<file path="src/rtl/http_request_stream_parser_defines.svh">
// Assertion macros shared by the HTTP request stream parser RTL.
`ifndef HTTP_REQUEST_STREAM_PARSER_DEFINES_SVH
`define HTTP_REQUEST_STREAM_PARSER_DEFINES_SVH

// Same-cycle implication, checked on every rising edge outside reset.
`define HRSP_ASSERT_NOW(label, ante, cons) \
    label: assert property (@(posedge aclk) disable iff (!aresetn) (ante) |-> (cons)) \
        else $error("hrsp assertion failed");

// Next-cycle implication, checked on every rising edge outside reset.
`define HRSP_ASSERT_NEXT(label, ante, cons) \
    label: assert property (@(posedge aclk) disable iff (!aresetn) (ante) |=> (cons)) \
        else $error("hrsp assertion failed");

`endif

</file>
<file path="src/rtl/hrsp_pkg.sv">
// Types, codes and header-name tables for the HTTP request stream parser.
package hrsp_pkg;

    localparam int unsigned POSITION_BITS_DEFAULT = 12;
    localparam int unsigned FIELD_BITS = 12;

    localparam logic [7:0] CH_CR  = 8'd13;
    localparam logic [7:0] CH_LF  = 8'd10;
    localparam logic [7:0] CH_SP  = 8'd32;
    localparam logic [7:0] CH_TAB = 8'd9;

    // Byte classes.
    localparam logic [2:0] CLS_REQ_LINE = 3'd0;
    localparam logic [2:0] CLS_TERM     = 3'd1;
    localparam logic [2:0] CLS_NAME     = 3'd2;
    localparam logic [2:0] CLS_HOST     = 3'd3;
    localparam logic [2:0] CLS_CONN     = 3'd4;
    localparam logic [2:0] CLS_AUTH     = 3'd5;
    localparam logic [2:0] CLS_OTHER    = 3'd6;
    localparam logic [2:0] CLS_BODY     = 3'd7;

    // Status codes.
    localparam logic [2:0] ST_OK           = 3'd0;
    localparam logic [2:0] ST_BARE_CR      = 3'd1;
    localparam logic [2:0] ST_CR_AT_END    = 3'd2;
    localparam logic [2:0] ST_NO_BLANK     = 3'd3;
    localparam logic [2:0] ST_NO_REQ_LINE  = 3'd4;
    localparam logic [2:0] ST_UNTERMINATED = 3'd5;

    // Header kinds; a kind plus CLS_NAME gives the value class.
    localparam logic [1:0] HDR_OTHER = 2'd0;
    localparam logic [1:0] HDR_HOST  = 2'd1;
    localparam logic [1:0] HDR_CONN  = 2'd2;
    localparam logic [1:0] HDR_AUTH  = 2'd3;

    localparam int unsigned HOST_LEN = 5;
    localparam int unsigned CONN_LEN = 11;
    localparam int unsigned AUTH_LEN = 14;
    localparam logic [8*HOST_LEN-1:0] HOST_TEXT = "host:";
    localparam logic [8*CONN_LEN-1:0] CONN_TEXT = "connection:";
    localparam logic [8*AUTH_LEN-1:0] AUTH_TEXT = "authorization:";

    typedef enum logic [4:0] {
        PH_RL0   = 5'b00001,
        PH_RL1   = 5'b00010,
        PH_NAME  = 5'b00100,
        PH_VALUE = 5'b01000,
        PH_HALT  = 5'b10000
    } phase_t;

    typedef struct packed {
        logic [7:0] data_byte;
        logic       end_of_request;
    } in_item_t;

    typedef struct packed {
        logic [7:0]            byte_echo;
        logic [2:0]            byte_class;
        logic                  request_line_done;
        logic [FIELD_BITS-1:0] method_end;
        logic [FIELD_BITS-1:0] uri_start;
        logic [FIELD_BITS-1:0] uri_end;
        logic [FIELD_BITS-1:0] version_start;
        logic [2:0]            status;
        logic                  last_out;
    } out_item_t;

    function automatic logic [7:0] to_lower(logic [7:0] c);
        return (c >= 8'd65 && c <= 8'd90) ? c + 8'd32 : c;
    endfunction

    function automatic logic is_blank(logic [7:0] c);
        return (c == CH_SP) || (c == CH_TAB);
    endfunction

    // Length of the name of header candidate k (0 host, 1 connection, 2 authorization).
    function automatic logic [3:0] hdr_len(logic [1:0] k);
        logic [3:0] len;
        len = 4'd0;
        unique case (k)
            2'd0:    len = 4'(HOST_LEN);
            2'd1:    len = 4'(CONN_LEN);
            2'd2:    len = 4'(AUTH_LEN);
            default: len = 4'd0;
        endcase
        return len;
    endfunction

    // True when lowered byte c equals character i of candidate k's name.
    function automatic logic hdr_char_match(logic [1:0] k, logic [3:0] i, logic [7:0] c);
        int  idx;
        logic hit;
        idx = int'(i);
        hit = 1'b0;
        unique case (k)
            2'd0: begin
                if (idx < HOST_LEN) begin
                    hit = (c == HOST_TEXT[8*(HOST_LEN-1-idx) +: 8]);
                end
            end
            2'd1: begin
                if (idx < CONN_LEN) begin
                    hit = (c == CONN_TEXT[8*(CONN_LEN-1-idx) +: 8]);
                end
            end
            2'd2: begin
                if (idx < AUTH_LEN) begin
                    hit = (c == AUTH_TEXT[8*(AUTH_LEN-1-idx) +: 8]);
                end
            end
            default: hit = 1'b0;
        endcase
        return hit;
    endfunction

endpackage

</file>
<file path="src/rtl/http_request_stream_parser.sv">
// HTTP request byte tagger: classifies each byte and reports request-line offsets.
//
//  Channel   Ports                        Direction  Payload
//  input     s_valid, s_ready, s_data     in         data_byte, end_of_request
//  result    m_valid, m_ready, m_data     out        byte tag, offsets, status
//
//  One byte per cycle sustained while m_ready keeps the result register draining.
//  A byte waits in the input register, updates the parser state in one pass and lands in
//  the result register, so the state loop through that pass sets the rate.
//  Reset (aresetn low, synchronous) empties both registers and returns the parser to the
//  request-line phase; the final byte of a request does the same to the parser state.
//  A stalled result register holds its byte and stops the input register from advancing.
`include "http_request_stream_parser_defines.svh"

module http_request_stream_parser #(
    parameter int unsigned POSITION_BITS = hrsp_pkg::POSITION_BITS_DEFAULT
) (
    input  logic                 aclk,
    input  logic                 aresetn,
    input  logic                 s_valid,
    output logic                 s_ready,
    input  hrsp_pkg::in_item_t   s_data,
    output logic                 m_valid,
    input  logic                 m_ready,
    output hrsp_pkg::out_item_t  m_data
);

    typedef logic [POSITION_BITS-1:0] pos_t;
    localparam pos_t POS_MAX = {POSITION_BITS{1'b1}};

    // Pipeline registers.
    logic                in_valid_reg, in_valid_next;
    hrsp_pkg::in_item_t  in_data_reg;
    logic                out_valid_reg, out_valid_next;
    hrsp_pkg::out_item_t out_data_reg, out_data_next;
    logic                advance;

    // Parser state.
    pos_t             pos_reg, pos_next;
    hrsp_pkg::phase_t phase_reg, phase_next;
    logic             pending_cr_reg, pending_cr_next;
    logic [1:0]       blp_reg, blp_next;
    logic [2:0]       flags_reg, flags_next;
    logic [3:0]       name_pos_reg, name_pos_next;
    logic [1:0]       kind_reg, kind_next;
    logic             value_started_reg, value_started_next;
    pos_t             me_reg, me_next;
    pos_t             us_reg, us_next;
    pos_t             brs_reg, brs_next;
    pos_t             lbp_reg, lbp_next;
    logic             in_blank_run_reg, in_blank_run_next;
    logic [2:0]       err_reg, err_next;
    logic             in_body_reg, in_body_next;

    function automatic pos_t sat_inc(pos_t v);
        return (v == POS_MAX) ? v : v + pos_t'(1);
    endfunction

    assign advance = in_valid_reg && (!out_valid_reg || m_ready);
    assign s_ready = !in_valid_reg || advance;
    assign m_valid = out_valid_reg;
    assign m_data  = out_data_reg;

    always_comb begin
        in_valid_next = in_valid_reg;
        if (s_valid && s_ready) begin
            in_valid_next = 1'b1;
        end else if (advance) begin
            in_valid_next = 1'b0;
        end
        out_valid_next = out_valid_reg;
        if (advance) begin
            out_valid_next = 1'b1;
        end else if (m_ready) begin
            out_valid_next = 1'b0;
        end
    end

    always_comb begin
        logic [7:0] b;
        logic [7:0] lb;
        logic       last;
        pos_t       pos;
        logic [2:0] cls;
        logic       done;
        pos_t       me, us, ue, vs;
        pos_t       e, us_now;
        logic       enter_body, line_done, cr_set;
        logic [2:0] nf;
        logic [1:0] hit;

        b          = in_data_reg.data_byte;
        last       = in_data_reg.end_of_request;
        lb         = hrsp_pkg::to_lower(b);
        pos        = pos_reg;
        cls        = hrsp_pkg::CLS_OTHER;
        done       = 1'b0;
        me         = '0;
        us         = '0;
        ue         = '0;
        vs         = '0;
        e          = '0;
        us_now     = '0;
        enter_body = 1'b0;
        line_done  = 1'b0;
        cr_set     = 1'b0;
        nf         = 3'b000;
        hit        = hrsp_pkg::HDR_OTHER;

        phase_next         = phase_reg;
        pending_cr_next    = pending_cr_reg;
        blp_next           = blp_reg;
        flags_next         = flags_reg;
        name_pos_next      = name_pos_reg;
        kind_next          = kind_reg;
        value_started_next = value_started_reg;
        me_next            = me_reg;
        us_next            = us_reg;
        brs_next           = brs_reg;
        lbp_next           = lbp_reg;
        in_blank_run_next  = in_blank_run_reg;
        err_next           = err_reg;
        in_body_next       = in_body_reg;

        // Track progress through CR LF CR LF on the raw stream.
        if (!in_body_reg) begin
            if (b == hrsp_pkg::CH_CR) begin
                blp_next = (blp_reg == 2'd2) ? 2'd3 : 2'd1;
            end else if (b == hrsp_pkg::CH_LF) begin
                if (blp_reg == 2'd1) begin
                    blp_next = 2'd2;
                end else begin
                    enter_body = (blp_reg == 2'd3);
                    blp_next   = 2'd0;
                end
            end else begin
                blp_next = 2'd0;
            end
        end

        if (in_body_reg) begin
            cls = hrsp_pkg::CLS_BODY;
        end else if (phase_reg == hrsp_pkg::PH_HALT) begin
            cls = hrsp_pkg::CLS_OTHER;
        end else if (pending_cr_reg) begin
            pending_cr_next = 1'b0;
            if (b == hrsp_pkg::CH_LF) begin
                cls       = hrsp_pkg::CLS_TERM;
                line_done = 1'b1;
                if (phase_reg == hrsp_pkg::PH_RL0) begin
                    done = 1'b1;
                    if (err_reg == hrsp_pkg::ST_OK) begin
                        err_next = hrsp_pkg::ST_NO_BLANK;
                    end
                    phase_next = hrsp_pkg::PH_NAME;
                end else if (phase_reg == hrsp_pkg::PH_RL1) begin
                    // The line ends just before the CR; an empty URI sits at that end.
                    e          = (pos != '0) ? pos - pos_t'(1) : '0;
                    us_now     = (us_reg > me_reg) ? us_reg : e;
                    done       = 1'b1;
                    me         = me_reg;
                    vs         = sat_inc(lbp_reg);
                    us         = us_now;
                    ue         = (brs_reg == me_reg) ? us_now : brs_reg;
                    phase_next = hrsp_pkg::PH_NAME;
                end else if (phase_reg == hrsp_pkg::PH_NAME && name_pos_reg == 4'd0) begin
                    phase_next = hrsp_pkg::PH_HALT;
                end else begin
                    phase_next = hrsp_pkg::PH_NAME;
                end
                flags_next         = 3'b111;
                name_pos_next      = 4'd0;
                kind_next          = hrsp_pkg::HDR_OTHER;
                value_started_next = 1'b0;
            end else begin
                if (err_reg == hrsp_pkg::ST_OK) begin
                    err_next = hrsp_pkg::ST_BARE_CR;
                end
                phase_next = hrsp_pkg::PH_HALT;
                cls        = hrsp_pkg::CLS_OTHER;
            end
        end else if (b == hrsp_pkg::CH_CR) begin
            pending_cr_next = 1'b1;
            cr_set          = 1'b1;
            cls             = hrsp_pkg::CLS_TERM;
        end else if (phase_reg == hrsp_pkg::PH_RL0 || phase_reg == hrsp_pkg::PH_RL1) begin
            cls = hrsp_pkg::CLS_REQ_LINE;
            if (hrsp_pkg::is_blank(b)) begin
                if (!in_blank_run_reg) begin
                    brs_next = pos;
                    if (phase_reg == hrsp_pkg::PH_RL0) begin
                        me_next    = pos;
                        phase_next = hrsp_pkg::PH_RL1;
                    end
                    in_blank_run_next = 1'b1;
                end
                lbp_next = pos;
            end else if (in_blank_run_reg) begin
                in_blank_run_next = 1'b0;
                if (us_reg <= me_reg) begin
                    us_next = pos;
                end
            end
        end else if (phase_reg == hrsp_pkg::PH_NAME) begin
            // Three candidates compared in parallel; the longest name wins a tie.
            for (int k = 0; k < 3; k++) begin
                if (flags_reg[k] && hrsp_pkg::hdr_char_match(2'(k), name_pos_reg, lb)) begin
                    nf[k] = 1'b1;
                    if ({1'b0, name_pos_reg} + 5'd1 == {1'b0, hrsp_pkg::hdr_len(2'(k))}) begin
                        hit = 2'(k + 1);
                    end
                end
            end
            name_pos_next = (name_pos_reg != 4'd15) ? name_pos_reg + 4'd1 : 4'd15;
            flags_next    = nf;
            if (hit != hrsp_pkg::HDR_OTHER) begin
                kind_next          = hit;
                phase_next         = hrsp_pkg::PH_VALUE;
                value_started_next = 1'b0;
                cls                = hrsp_pkg::CLS_NAME;
            end else if (nf == 3'b000) begin
                kind_next          = hrsp_pkg::HDR_OTHER;
                phase_next         = hrsp_pkg::PH_VALUE;
                value_started_next = 1'b1;
                cls                = hrsp_pkg::CLS_OTHER;
            end else begin
                cls = hrsp_pkg::CLS_NAME;
            end
        end else begin
            if (kind_reg == hrsp_pkg::HDR_OTHER) begin
                cls = hrsp_pkg::CLS_OTHER;
            end else if (!value_started_reg && hrsp_pkg::is_blank(b)) begin
                cls = hrsp_pkg::CLS_NAME;
            end else begin
                value_started_next = 1'b1;
                cls                = hrsp_pkg::CLS_NAME + {1'b0, kind_reg};
            end
        end

        if (enter_body) begin
            in_body_next = 1'b1;
        end

        if (last && !in_body_reg && !in_body_next && err_next == hrsp_pkg::ST_OK
                && phase_next != hrsp_pkg::PH_HALT) begin
            if (cr_set) begin
                err_next = hrsp_pkg::ST_CR_AT_END;
            end else if (phase_next == hrsp_pkg::PH_RL0 || phase_next == hrsp_pkg::PH_RL1) begin
                err_next = hrsp_pkg::ST_NO_REQ_LINE;
            end else if (!line_done) begin
                err_next = hrsp_pkg::ST_UNTERMINATED;
            end
        end

        pos_next = sat_inc(pos);

        out_data_next.byte_echo         = b;
        out_data_next.byte_class        = cls;
        out_data_next.request_line_done = done;
        out_data_next.method_end        = hrsp_pkg::FIELD_BITS'(me);
        out_data_next.uri_start         = hrsp_pkg::FIELD_BITS'(us);
        out_data_next.uri_end           = hrsp_pkg::FIELD_BITS'(ue);
        out_data_next.version_start     = hrsp_pkg::FIELD_BITS'(vs);
        out_data_next.status            = err_next;
        out_data_next.last_out          = last;
    end

    always_ff @(posedge aclk) begin
        if (!aresetn) begin
            in_valid_reg  <= 1'b0;
            out_valid_reg <= 1'b0;
        end else begin
            in_valid_reg  <= in_valid_next;
            out_valid_reg <= out_valid_next;
        end
    end

    always_ff @(posedge aclk) begin
        if (s_valid && s_ready) begin
            in_data_reg <= s_data;
        end
        if (advance) begin
            out_data_reg <= out_data_next;
        end
    end

    // Parser state moves once per byte; the final byte of a request restores reset values.
    always_ff @(posedge aclk) begin
        if (!aresetn || (advance && in_data_reg.end_of_request)) begin
            pos_reg           <= '0;
            phase_reg         <= hrsp_pkg::PH_RL0;
            pending_cr_reg    <= 1'b0;
            blp_reg           <= 2'd0;
            flags_reg         <= 3'b111;
            name_pos_reg      <= 4'd0;
            kind_reg          <= hrsp_pkg::HDR_OTHER;
            value_started_reg <= 1'b0;
            me_reg            <= '0;
            us_reg            <= '0;
            brs_reg           <= '0;
            lbp_reg           <= '0;
            in_blank_run_reg  <= 1'b0;
            err_reg           <= hrsp_pkg::ST_OK;
            in_body_reg       <= 1'b0;
        end else if (advance) begin
            pos_reg           <= pos_next;
            phase_reg         <= phase_next;
            pending_cr_reg    <= pending_cr_next;
            blp_reg           <= blp_next;
            flags_reg         <= flags_next;
            name_pos_reg      <= name_pos_next;
            kind_reg          <= kind_next;
            value_started_reg <= value_started_next;
            me_reg            <= me_next;
            us_reg            <= us_next;
            brs_reg           <= brs_next;
            lbp_reg           <= lbp_next;
            in_blank_run_reg  <= in_blank_run_next;
            err_reg           <= err_next;
            in_body_reg       <= in_body_next;
        end
    end

    `HRSP_ASSERT_NOW(a_done_on_terminator, m_valid && m_data.request_line_done, m_data.byte_class == hrsp_pkg::CLS_TERM)
    `HRSP_ASSERT_NOW(a_offsets_zero_idle, m_valid && !m_data.request_line_done, (m_data.method_end == '0) && (m_data.uri_start == '0) && (m_data.uri_end == '0) && (m_data.version_start == '0))
    `HRSP_ASSERT_NEXT(a_last_restarts, advance && in_data_reg.end_of_request, (pos_reg == '0) && (phase_reg == hrsp_pkg::PH_RL0) && (err_reg == hrsp_pkg::ST_OK))
    `HRSP_ASSERT_NOW(a_body_after_blank_line, in_body_reg, (blp_reg == 2'd0) && (err_reg != hrsp_pkg::ST_CR_AT_END))

endmodule
</file>
<file path="config.mk">
export PLATFORM = sky130hd
export DESIGN_NAME = http_request_stream_parser
export DESIGN_NICKNAME = d
export VERILOG_FILES = /design/src/rtl/hrsp_pkg.sv /design/src/rtl/http_request_stream_parser.sv
export VERILOG_INCLUDE_DIRS = /design/src /design/src/rtl
export SDC_FILE = /design/constraint.sdc
export NUM_CORES = 1
export LEC_CHECK = 0
export ABC_CLOCK_PERIOD_IN_PS = 6000
export BUFFER_PORTS_ARGS = -buffer_cell sky130_fd_sc_hd__buf_2
export CAP_MARGIN = 40
export CORE_ASPECT_RATIO = 0.7
export CORE_MARGIN = 2
export CORE_UTILIZATION = 40
export CTS_BUF_LIST = sky130_fd_sc_hd__clkbuf_16
export DETAILED_ROUTE_END_ITERATION = 6
export GPL_ROUTABILITY_DRIVEN = 0
export HOLD_SLACK_MARGIN = 0.06
export PLACE_DENSITY = 0.56
export SLEW_MARGIN = 20
export SYNTH_ARGS = -nofsm -noshare
export SYNTH_HDL_FRONTEND = slang
export SYNTH_SLANG_ARGS = --single-unit
</file>
<file path="constraint.sdc">
create_clock -name aclk -period 6 [get_ports aclk]
set_input_delay 1.2 -clock aclk [delete_from_list [all_inputs] [get_ports aclk]]
set_output_delay 1.2 -clock aclk [all_outputs]
set_load 0.01 [all_outputs]
</file>
==> summary.md <==
| Metric | Value |
|---|---|
| Result of the run | finished, final reports clean |
| HPWL after detailed placement | 16300 um |
| Type of the worst setup path | flip-flop to flip-flop |
| Cts-stage hold buffer count | 0 |
| Slew of the pin with the lowest slew margin | 873 ps |
| Post-synth EDFFs | 73 |
| Remaining global-route overflow | 0 |
| Worst Reg-to-Reg Cells | 11 |
| Cts repair resizes | 0 |
| LEAKAGE | 0.00378 uW |
| Core ar. | 21600 um^2 |
| Synth area leaders | sky130_fd_sc_hd__edfxtp_1, sky130_fd_sc_hd__dfxtp_1, sky130_fd_sc_hd__nor2_1, sky130_fd_sc_hd__nand2_1, sky130_fd_sc_hd__mux2i_1 |
| DR vias/cell | 5.47 |
| Number of DRC markers after the initial detailed-route iteration | 685 |
| Aggregate global-route resource usage | 19.8% |
| H-Tree Depth | 4 |
| Initial antenna violation count | 0 |
| Mean routed wirelength per cell | 17.0 um |
| Port Buffer Count | 78 |
| Max_cap viols | 0 |
| Post-route antenna net violation count | 0 |
| Area growth from synthesis to layout | 13.1% |
| Post-CTS setup buffer count | 0 |
| Top_reg_cell synth | sky130_fd_sc_hd__dfxtp_1 |
| Final Total Pwr | 2290 uW |
| Cell taking the most area after synthesis | sky130_fd_sc_hd__edfxtp_1 |
| Vias in the first global route | 6584 |
| WP data required | 6320 ps |
| Largest fanout of any net on the critical path | 22 |
| Final count of pins violating max slew | 0 |
| Startpoint Class | flip-flop |
| Max IR drop VDD | 0.000194 V |
| Clock buffers created by TritonCTS | 17 |
| Worst path max stage delay | 800 ps |
| Worst hold margin | 479 ps |
| Critical path depth | 11 |
| Final net count | 1080 |
| Global route hottest layer | met1 |
| Clk_lat worst skew | 430 ps |
| Largest register FFs | 64 |
| N_diodes | 0 |
| Worst Slack Setup Final | 1800 ps |
| Worst hold path type | flip-flop to flip-flop |
| Mapped Cells | 996 |
| Post-Syn Area per Cell | 8.80 um^2 |
| Count of final setup violators | 0 |
| Number of search-and-repair iterations in the first detailed-routing pass | 5 |
| Sequential share of the synthesized area | 44.4% |
| Data arrival time of the critical path | 4520 ps |
| Clock tree from TritonCTS | done |
| Die area | 23100 um^2 |
| Clock net sink count | 158 |
| Crit path capture type | flip-flop |
| Crit-path leading delay family | compound AO/OA/AOI/OAI gates |
| Width of the die | 181 um |
| Setup TNS | 0 ps |
| Crit path max-delay cell type | sky130_fd_sc_hd__ha_1 |
| Fin Clk Skew | 14.1 ps |
| Maximum root-to-sink buffer count | 2 |
| Remaining DRCs | 0 |
| Overall routed net length | 22700 um |
| Met3 routing resource usage after global routing | 3.27% |
| Largest net degree at the start of global routing | 55 |
| Fraction of registers with async set/reset | 0% |
| Worst-path clk slew | 70 ps |
| Syn_nets | 1035 |
| Register bit count reported by yosys | 158 |
| Warnings from Yosys | 0 |
| GR met1 Demand/Resource | 32.2% |
| Unrepaired setup endpoints after global routing | false |
| Clk root buf | sky130_fd_sc_hd__clkbuf_16 |
| Height of the die | 128 um |
| Via count | 7304 |
| Cell area reported after detailed placement | 9360 um^2 |
| Fmax achieved | 238 MHz |
| Effective utilization at floorplan | 40.6% |
| Pwr per Cell Area | 231 nW/um^2 |
| Fraction of post-synthesis cell area in the top cell type by area | 25.0% |
| Wire length of the first global-routing pass | 36200 um |
| Bufs and invs on worst path | 1 |
| Cell-by-cell listing of the critical path | inv_1 > ha_1 > o21ai_0 > a22o_1 > a2111o_1 > a311o_1 > nor3_2 > o31a_2 > a222oi_1 > or4_1 > and3_1 |
| Post-route clock period utilization | 70.1% |
| Final non-filler cell area | 9920 um^2 |
| Cell depth of the worst hold path | 2 |
| Hold violation count in the final report | 0 |
| Number of distinct library cell variants in the gate-level netlist after synthesis | 77 |
| Met2 usage | 26.3% |
| Fraction of final layout cells sized beyond drive strength 1 | 12.9% |
| Number of placed I/O pins | 79 |
| Summed instance area of the synthesized netlist | 8760 um^2 |
| Worst setup slack before clock tree synthesis | 1890 ps |
| Final Critical Period | 4200 ps |
| Slew HR | 41.6% |
| Standard-cell row count | 45 |
-- kinds of logic after synthesis --
kind of cell / synth area share, %
compound gates: 15.1
xor+xnor: 5.00
fa+ha+maj: 3.71
buf+inv: 4.17
flops: 44.4
mux: 4.83
simple gates: 22.8
-- cells in the mapped netlist, types with 4 or more instances --
library cell,n
sky130_fd_sc_hd__nand2_1,118
sky130_fd_sc_hd__xnor2_1,29
sky130_fd_sc_hd__or2_2,5
sky130_fd_sc_hd__and2_1,17
sky130_fd_sc_hd__and3_1,6
sky130_fd_sc_hd__or4_1,4
sky130_fd_sc_hd__o31ai_1,6
sky130_fd_sc_hd__xor2_1,21
sky130_fd_sc_hd__a31oi_1,9
sky130_fd_sc_hd__clkbuf_1,50
sky130_fd_sc_hd__or3_1,17
sky130_fd_sc_hd__a21oi_1,65
sky130_fd_sc_hd__nor4_1,4
sky130_fd_sc_hd__edfxtp_1,73
sky130_fd_sc_hd__nor3_1,27
sky130_fd_sc_hd__a211oi_1,6
sky130_fd_sc_hd__o22ai_1,6
sky130_fd_sc_hd__o21ai_0,49
sky130_fd_sc_hd__nor2b_1,15
sky130_fd_sc_hd__buf_2,10
sky130_fd_sc_hd__mux2i_1,40
sky130_fd_sc_hd__nor2_1,133
sky130_fd_sc_hd__inv_1,26
sky130_fd_sc_hd__and4_1,6
sky130_fd_sc_hd__ha_1,26
sky130_fd_sc_hd__a21o_1,11
sky130_fd_sc_hd__nand4_1,15
sky130_fd_sc_hd__nand3_1,29
sky130_fd_sc_hd__o21a_1,6
sky130_fd_sc_hd__dfxtp_1,85
sky130_fd_sc_hd__nand2b_1,11
-- stage by stage --
stage | utilization [%] | instances
2_1_floorplan | - | 996
3_3_place_gp | 43.3 | 1302
3_5_place_dp | 43.4 | 1303
4_1_cts | 45.9 | 1335
5_1_grt | 46.0 | 1336
6_report | 46.0 | 1336
-- final timing paths --
| check | startpoint | endpoint | slack (ps) |
|---|---|---|---|
| max | name_pos_reg[1]$_SDFFE_PP0P_ | value_started_reg$_SDFFE_PP0P_ | 1800 |
| min | brs_reg[3]$_SDFFE_PP0P_ | brs_reg[3]$_SDFFE_PP0P_ | 480 |
| max reg2reg | name_pos_reg[1]$_SDFFE_PP0P_ | value_started_reg$_SDFFE_PP0P_ | 1800 |
| min reg2reg | brs_reg[3]$_SDFFE_PP0P_ | brs_reg[3]$_SDFFE_PP0P_ | 480 |
-- per-layer routing --
layer,vias up,wire length (um)
li1,3629,-
met1,3394,12200
met4,0,265
met2,259,8760
met5,-,0
met3,22,1410
-- final cells by class --
| class | instances | area (um^2) |
|---|---|---|
| Tap cell | 282 | 353 |
| Multi-Input combinational cell | 747 | 4530 |
| Clock inverter | 14 | 92.6 |
| Timing Repair Buffer | 90 | 500 |
| Fill cell | 2084 | 11600 |
| Sequential cell | 158 | 3890 |
| Clock buffer | 18 | 450 |
| Inverter | 27 | 101 |
-- worst min-delay path: cells and delay by family, from the launching register on --
family          cells  cell delay, ps
compound gates      1              50
flops               1             330
simple gates        1              60
-- cell usage in the layout (no fill, tap or decap), types with 9 or more instances in the layout --
cell type / Yosys / routed
sky130_fd_sc_hd__and2_1: 17 / 17
sky130_fd_sc_hd__buf_2: 10 / 78
sky130_fd_sc_hd__dfxtp_1: 85 / 85
sky130_fd_sc_hd__nand4_1: 15 / 15
sky130_fd_sc_hd__clkbuf_16: 0 / 18
sky130_fd_sc_hd__xor2_1: 21 / 21
sky130_fd_sc_hd__a21oi_1: 65 / 65
sky130_fd_sc_hd__buf_4: 1 / 10
sky130_fd_sc_hd__nand2b_1: 11 / 11
sky130_fd_sc_hd__nand2_1: 118 / 117
sky130_fd_sc_hd__o21ai_0: 49 / 49
sky130_fd_sc_hd__or3_1: 17 / 17
sky130_fd_sc_hd__nor2_1: 133 / 133
sky130_fd_sc_hd__nor2b_1: 15 / 14
sky130_fd_sc_hd__ha_1: 26 / 26
sky130_fd_sc_hd__xnor2_1: 29 / 29
sky130_fd_sc_hd__a21o_1: 11 / 11
sky130_fd_sc_hd__inv_1: 26 / 28
sky130_fd_sc_hd__mux2i_1: 40 / 40
sky130_fd_sc_hd__a31oi_1: 9 / 9
sky130_fd_sc_hd__edfxtp_1: 73 / 73
sky130_fd_sc_hd__nand3_1: 29 / 29
sky130_fd_sc_hd__nor3_1: 27 / 25
-- where the power goes --
part / switching, uW / internal, uW
combinational: 82.3 / 45.0
sequential: 19.3 / 1150
clock: 446 / 551
total: 547 / 1750
(Power assumes the default switching activity.)
